`src/hw/rtl/disk_contact_frame_kinematics_defines.svh`:
```
// Assertion macros for the disk contact frame block.
// Each macro samples on i_clk and is disabled while i_rst_n is low.
`ifndef DISK_CONTACT_FRAME_KINEMATICS_DEFINES_SVH
`define DISK_CONTACT_FRAME_KINEMATICS_DEFINES_SVH
`ifndef ASSERT_OFF
`define DCFK_ASSERT_IMP(lbl, ante, cons, msg) \
    lbl: assert property (@(posedge i_clk) disable iff (!i_rst_n) (ante) |-> (cons)) \
        else $error(msg);
`define DCFK_ASSERT_NXT(lbl, ante, cons, msg) \
    lbl: assert property (@(posedge i_clk) disable iff (!i_rst_n) (ante) |=> (cons)) \
        else $error(msg);
`else
`define DCFK_ASSERT_IMP(lbl, ante, cons, msg)
`define DCFK_ASSERT_NXT(lbl, ante, cons, msg)
`endif
`endif

```
`src/hw/rtl/dcfk_pkg.sv`:
```
package dcfk_pkg;

    localparam int SQRT_STEPS = 33;
    localparam int DIV_STEPS  = 31;
    localparam logic [30:0] ONE_Q30 = 31'h4000_0000;

    typedef struct packed {
        logic signed [31:0] pos_x_a;
        logic signed [31:0] pos_y_a;
        logic [30:0]        radius_a;
        logic signed [31:0] pos_x_b;
        logic signed [31:0] pos_y_b;
        logic [30:0]        radius_b;
        logic signed [31:0] vel_x_a;
        logic signed [31:0] vel_y_a;
        logic signed [31:0] spin_a;
        logic signed [31:0] vel_x_b;
        logic signed [31:0] vel_y_b;
        logic signed [31:0] spin_b;
    } t_item;

    typedef struct packed {
        logic signed [31:0] normal_x;
        logic signed [31:0] normal_y;
        logic signed [31:0] contact_x;
        logic signed [31:0] contact_y;
        logic signed [31:0] gap;
        logic               active;
        logic               touching;
        logic               degenerate;
        logic signed [31:0] rel_vel_normal;
        logic signed [31:0] rel_vel_tangent;
        logic signed [31:0] rel_spin;
    } t_result;

    // classified pair as handed from front to back
    typedef struct packed {
        logic signed [32:0] dx;
        logic signed [32:0] dy;
        logic signed [32:0] dvx;
        logic signed [32:0] dvy;
        logic [30:0]        ra;
        logic [30:0]        rb;
        logic signed [31:0] xa;
        logic signed [31:0] ya;
        logic signed [31:0] wa;
        logic signed [31:0] wb;
        logic [64:0]        sq;
    } t_job;

    // one step of the digit-by-digit square root
    typedef struct packed {
        t_job        job;
        logic [65:0] rad;
        logic [35:0] rem;
        logic [32:0] root;
    } t_root;

    // one step of the two long divisions
    typedef struct packed {
        t_job        job;
        logic [32:0] len;
        logic [32:0] mx;
        logic [32:0] my;
        logic [33:0] remx;
        logic [33:0] remy;
        logic [30:0] qx;
        logic [30:0] qy;
    } t_div;

    typedef struct packed {
        logic signed [31:0] nx;
        logic signed [31:0] ny;
        logic [32:0]        len;
        logic [30:0]        ra;
        logic [30:0]        rb;
        logic signed [31:0] xa;
        logic signed [31:0] ya;
        logic signed [31:0] wa;
        logic signed [31:0] wb;
        logic signed [63:0] pcx;
        logic signed [63:0] pcy;
        logic signed [64:0] pn1;
        logic signed [64:0] pn2;
        logic signed [64:0] pt1;
        logic signed [64:0] pt2;
        logic signed [63:0] pw1;
        logic signed [63:0] pw2;
    } t_mul;

    typedef struct packed {
        logic signed [31:0] nx;
        logic signed [31:0] ny;
        logic signed [33:0] cx;
        logic signed [33:0] cy;
        logic signed [34:0] gap;
        logic               active;
        logic               touching;
        logic               degen;
        logic signed [35:0] vn;
        logic signed [35:0] vt;
        logic signed [48:0] rim;
        logic signed [31:0] wa;
        logic signed [31:0] wb;
    } t_sum;

    function automatic logic [32:0] mag33(input logic signed [32:0] v);
        return v[32] ? 33'(-v) : 33'(v);
    endfunction

    function automatic logic signed [31:0] sat32(input logic signed [67:0] v);
        logic signed [67:0] hi;
        logic signed [67:0] lo;
        hi = 68'sh7fff_ffff;
        lo = -68'sh8000_0000;
        if (v > hi) return 32'sh7fff_ffff;
        if (v < lo) return 32'sh8000_0000;
        return v[31:0];
    endfunction

    function automatic t_root sqrt_step(input t_root s);
        t_root       r;
        logic [35:0] rn;
        logic [35:0] trial;
        r     = s;
        rn    = {s.rem[33:0], s.rad[65:64]};
        trial = {1'b0, s.root, 2'b01};
        if (rn >= trial) begin
            r.rem  = rn - trial;
            r.root = {s.root[31:0], 1'b1};
        end else begin
            r.rem  = rn;
            r.root = {s.root[31:0], 1'b0};
        end
        r.rad = {s.rad[63:0], 2'b00};
        return r;
    endfunction

    // returns {quotient bit, new remainder}
    function automatic logic [34:0] div_bit(input logic [33:0] t, input logic [32:0] len);
        if (t >= {1'b0, len}) return {1'b1, t - {1'b0, len}};
        return {1'b0, t};
    endfunction

endpackage

```
`src/hw/rtl/dcfk_queue.sv`:
```
module dcfk_queue
    import dcfk_pkg::*;
#(
    parameter int DEPTH = 4
)(
    input  logic i_clk,
    input  logic i_rst_n,
    input  logic i_push,
    input  t_job i_job,
    output logic o_full,
    input  logic i_pop,
    output logic o_empty,
    output t_job o_head
);

    localparam int AW = (DEPTH > 1) ? $clog2(DEPTH) : 1;

    t_job          r_mem [DEPTH];
    logic [AW-1:0] r_wr, r_rd;
    logic [AW:0]   r_cnt;
    logic          do_push, do_pop;

    assign o_full  = (r_cnt == (AW+1)'(DEPTH));
    assign o_empty = (r_cnt == '0);
    assign o_head  = r_mem[r_rd];
    assign do_push = i_push && !o_full;
    assign do_pop  = i_pop && !o_empty;

    // pointers and fill count
    always_ff @(posedge i_clk) begin
        if (!i_rst_n) begin
            r_wr  <= '0;
            r_rd  <= '0;
            r_cnt <= '0;
        end else begin
            if (do_push) r_wr <= (r_wr == AW'(DEPTH-1)) ? '0 : r_wr + 1'b1;
            if (do_pop)  r_rd <= (r_rd == AW'(DEPTH-1)) ? '0 : r_rd + 1'b1;
            r_cnt <= r_cnt + (AW+1)'(do_push) - (AW+1)'(do_pop);
        end
    end

    always_ff @(posedge i_clk) begin
        if (do_push) r_mem[r_wr] <= i_job;
    end

endmodule

```
`config.mk`:
```
export PLATFORM = sky130hd
export DESIGN_NAME = dcfk_queue
export DESIGN_NICKNAME = d
export VERILOG_FILES = /design/src/hw/rtl/disk_contact_frame_kinematics_defines.svh /design/src/hw/rtl/dcfk_pkg.sv /design/src/hw/rtl/dcfk_queue.sv
export SDC_FILE = /design/constraint.sdc
export NUM_CORES = 1
export LEC_CHECK = 0
export BUFFER_PORTS_ARGS = -buffer_cell sky130_fd_sc_hd__buf_4
export CAP_MARGIN = 15
export CORE_MARGIN = 10
export CORE_UTILIZATION = 51
export CTS_BUF_LIST = sky130_fd_sc_hd__clkbuf_16
export CTS_CLUSTER_DIAMETER = 30
export DETAILED_ROUTE_END_ITERATION = 7
export GPL_TIMING_DRIVEN = 1
export PLACE_DENSITY = 0.75
export SLEW_MARGIN = 20
export SYNTH_ARGS = -nofsm -noshare
export SYNTH_HDL_FRONTEND = slang
export SYNTH_SLANG_ARGS = --single-unit
```
`constraint.sdc`:
```
create_clock -name i_clk -period 9.7 [get_ports i_clk]
set_input_delay 0.485 -clock i_clk [delete_from_list [all_inputs] [get_ports i_clk]]
set_output_delay 0.485 -clock i_clk [all_outputs]
set_load 0.03 [all_outputs]
```
After elaboration in Yosys (flattened, before gate mapping)
Memories as Yosys holds them, arrays and structs flattened. A register that Yosys moved wholly into a read port is not among the register bits.
Index checks and enable logic that the tools add are counted.

operators by class
  eq/ne operators = 3
  muxes and demuxes = 6
  $add $sub $neg = 4
  reduce and logical (&&, ||, !) cells = 5

operator list
  kind                 number
  $mux 2               4
  $add 2x1->2 const B  2
  $eq 2x2->1 const B   2
  $add 3x1->3          1
  $eq 3x3->1 const B   1
  $logic_not 3->1      1
  $sub 3x1->3          1
  $logic_and 1x1->1    2
  $logic_not 1->1      2
  $mux 1               2

word-level totals
  input bits = 391
  register bits after elaboration = 7
  word-level logic and storage cells = 22
  output and inout bits = 389
  memories kept = 1
  memory bits (writable) = 1548

memory list
  name   words  bits a word  read ports  clocked after Yosys merged registers in  write ports  line              RTL
  r_mem  4      387          1           1                                        1            dcfk_queue.sv:18  t_job r_mem [DEPTH];

Longest topological paths before layout
  depth in word-level cells = 5
  gate-level depth with buffers = 11
  mapped depth without buffers = 10

Worst setup path after synthesis
Ideal clock, no wire load.

  kind = register to register
  start = register r_cnt[2]
  end = memory r_mem[1][0] in the netlist's numbering, enable pin
  period minus slack after synthesis = 10.525 ns
  setup slack = -0.825 ns
  buffers on the path = 1
  data required time = 8.900 ns
  setup time = 0.800 ns
  arrival = 9.725 ns
  cell stages (with the launch flop) = 5
  cell sequence = dfxtp_1 -> nor3b_1 -> nor2b_1 -> clkbuf_1 -> and2_1

on the way
  cells in the longest elaborated chain, start to end = 5

RTL lines
  element                       line              RTL
  from (decl)                   dcfk_queue.sv:20  logic [AW:0] r_cnt;
  from (signal assigned)        dcfk_queue.sv:38  r_cnt <= r_cnt + (AW+1)'(do_push) - (AW+1)'(do_pop);
  $eq 3x3->1                    dcfk_queue.sv:23  assign o_full = (r_cnt == (AW+1)'(DEPTH));
  via o_full                    dcfk_queue.sv:10  output logic o_full,
  $logic_not 1->1               dcfk_queue.sv:26  assign do_push = i_push && !o_full;
  $logic_and 1x1->1             dcfk_queue.sv:26
  $mux 1                        dcfk_queue.sv:43  if (do_push) r_mem[r_wr] <= i_job;
  $mux 1 (implied by the code)  dcfk_queue.sv:43
  to (decl)                     dcfk_queue.sv:18

The timed path passes the listed nets, and every way through them passes these cells.

==> results.ini <==
[status]
run_status = finished, final reports clean

[run]
drv.max_cap_violation_count = 0

[sta]
rsz0062_at_grt = no
setup_failing_eps_final = 0
drv_slew = 0
final-hold-violation-count = 0
post-route-min-period_ps = 4560
totalNegativeSetupSlack_ps = 0
finalHoldWorstSlack_ps = 110
worst_slack_ps = 5140
slew-limit-headroom_pct = 6.55
layout_worst_path_cycle_share_pct = 47.0
fmax_ghz = 0.220
worst-slew-pin-transition_ps = 1400
clock_skew_ps = 69.4

[synth]
post-synth-top-count-cell = sky130_fd_sc_hd__edfxtp_1
syn-num-nets = 2473
proportion_of_synthesized_chip_area_in_sequential_cells_pct = 82.8
synth.cell_area_mm2 = 0.0563
synth-edff-count = 1548
synth_flop_cell = sky130_fd_sc_hd__edfxtp_1
synth_cell_types = 20
post_synth_most_frequent_cells = 1548 x sky130_fd_sc_hd__edfxtp_1, 387 x sky130_fd_sc_hd__mux4_2, 41 x sky130_fd_sc_hd__buf_2, 38 x sky130_fd_sc_hd__buf_6
synth_async_sr_flop_share_pct = 0
main_area_contributors_after_synthesis = sky130_fd_sc_hd__edfxtp_1 83%, sky130_fd_sc_hd__mux4_2 15%, sky130_fd_sc_hd__buf_6 0.76%
synth-seq-cells = 1557
yosys.area.top_type_share_pct = 82.5
synth_area_per_cell_um2 = 27.2
synthCells = 2074
yosysWarningCount = 0
leading_area_contributor_after_synthesis = sky130_fd_sc_hd__edfxtp_1

[global_routing]
grt_antenna_before_repair = 23
track_usage_pct = 25.0
grt_pass1_vias = 32344
globalRouteOverflowTotal = 0
grt_pass1_wl_um = 229000
grt_start_max_net_pins = 151

[drt]
vias = 29305
average_wire_per_standard_cell_um = 30.4
detail_route.drc_violations = 0
drtAntennaViolNets = 0
drt_wl_total_um = 157000
number_of_optimization_iterations_in_the_first_detailed_route_pass = 5
drt-vias-per-instance = 5.69
initialDrtViolationCount = 2539

[pwr]
pwr_density_cell_mw_per_mm2 = 311
ir_drop_uv = 345
power.leakage_nw = 26.5

[die]
die-area_mm2 = 0.124
die_w_um = 352
fp.coreArea_mm2 = 0.109
initial_utilization_pct = 51.5
num_rows = 121
die_h_um = 352
io_pins = 780

[place]
place.detailed.hpwl_um = 79600
detailedPlace.worstSlack_ps = 5650
place.port_buffers = 779
gp_routability_congestion = 0.781
post_dp_cell_area_mm2 = 0.0637

[clock_tree]
ctsRootBufferMaster = sky130_fd_sc_hd__clkbuf_16
tritoncts_num_sinks = 1557
cts.clk_slew.worst_paths_ps = 40
tritoncts.num_buffers = 282
tritoncts = done
cts_htree_levels = 5
clock_path_buffers = 4
insertion_delay_ps = 870
cts_post_setup_buffers_inserted = 0

[hold_path]
timing.hold.worst.class = input port to register
worst_hold_startpoint = i_pop
holdPathStages = 3

[critical_path]
cp_data_arrival_time_ps = 4070
crit_type = register to primary output
required_ps = 9220
worstRegToRegCells = 5
rr_endpoint = r_mem[2][355]$_DFFE_PP_
capturing_element_type_of_the_critical_path = primary output
setup.worst_path.start_class = register
crit_path_max_fanout = 150
setup.reg_to_reg.worst_slack_ps = 5680
worstReg2RegStart = r_cnt[2]$_SDFF_PN0_

[finish]
final_nets = 3860
final_area_mm2 = 0.0770
final_core_utilization_pct = 70.5
drive_gt1_share_pct = 44.4
flow.area_growth_from_synthesis_pct = 36.7

==> registers in the layout, indices dropped and copies added, names as in the netlist, named ones only <==
name	count
r_wr	2
r_rd	2
r_cnt	3
r_mem	1548
==> cell usage in the layout, fill, tap and decap left out, drive strengths merged <==
master / n
clkinv: 83
nor3b: 1
dfxtp: 9
nand3: 2
inv: 49
clkinvlp: 37
and2: 7
mux2i: 2
edfxtp: 1548
ha: 7
nor2b: 1
o21ai: 2
bufinv: 42
nor2: 2
clkbuf: 282
o31ai: 1
nand2: 6
xnor2: 2
dlygate4sd3: 388
fa: 1
mux4: 387
nor3: 1
diode: 15
buf: 803
==> worst max-delay path by stage <==
stage,endpoint,slack (ps),cells after the start
6_report,o_head[295],5140,4
3_3_place_gp,r_mem[2][279]$_DFFE_PP_,5760,5
4_1_cts,o_head[367],5040,4
2_1_floorplan,r_mem[0][0]$_DFFE_PP_,3540,4
5_1_grt,o_head[376],4820,4
3_5_place_dp,r_mem[2][328]$_DFFE_PP_,5650,5
==> routing by layer <==
layer / GRT usage [%] / routed length, um
met1: 27.9 / 52100
met2: 45.1 / 86300
met3: 7.15 / 12400
met4: 9.68 / 5910
met5: 0 / 92
==> repair_timing <==
action,4_1_cts,5_1_grt
resized for setup,0,0
hold buffers,388,0
endpoints found under the hold margin,1557,0
==> power breakdown <==
group	internal, mW	switching (mW)	total, mW
Clock	6.43	3.37	9.80
Sequential	8.21	0.259	8.47
Combinational	2.20	3.44	5.64
Total	16.8	7.08	23.9
==> worst max-delay path, cell delays in order, from the launching register on <==
cell and delay, ps:
sky130_fd_sc_hd__dfxtp_4 730, sky130_fd_sc_hd__buf_12 560, sky130_fd_sc_hd__buf_4 850, sky130_fd_sc_hd__mux4_2 480, sky130_fd_sc_hd__buf_4 200
==> cell type report <==
cell class | instances | area, um2
clock buffers | 282 | 7060
well taps | 1476 | 1850
flip-flops and latches | 1557 | 46700
repair buffers | 1191 | 10000
diodes | 15 | 37.5
multi-input cells | 422 | 8990
clock inverters | 204 | 2340
inverters | 7 | 26.3
fillers | 5922 | 32300
==> per-stage QoR <==
stage	power, mW	std cells
floorplan	12.1	2074
global placement	13.8	4265
detailed placement	13.9	4265
CTS	23.9	5139
global route	24.6	5152
finish	23.9	5154
==> cells by family (layout without fill, tap and decap cells) <==
group           after synthesis  count (layout)  synth area share [%]
compound gates                3               3                0.0311
fa+ha+maj                     8               8                 0.191
buf+inv                      95            1684                  1.23
xor+xnor                      2               2                0.0311
flops                      1557            1557                  82.8
other cells                   0              15                     0
simple gates                 20              20                 0.182
mux                         389             389                  15.5
Power figures use the tool's default switching activity.
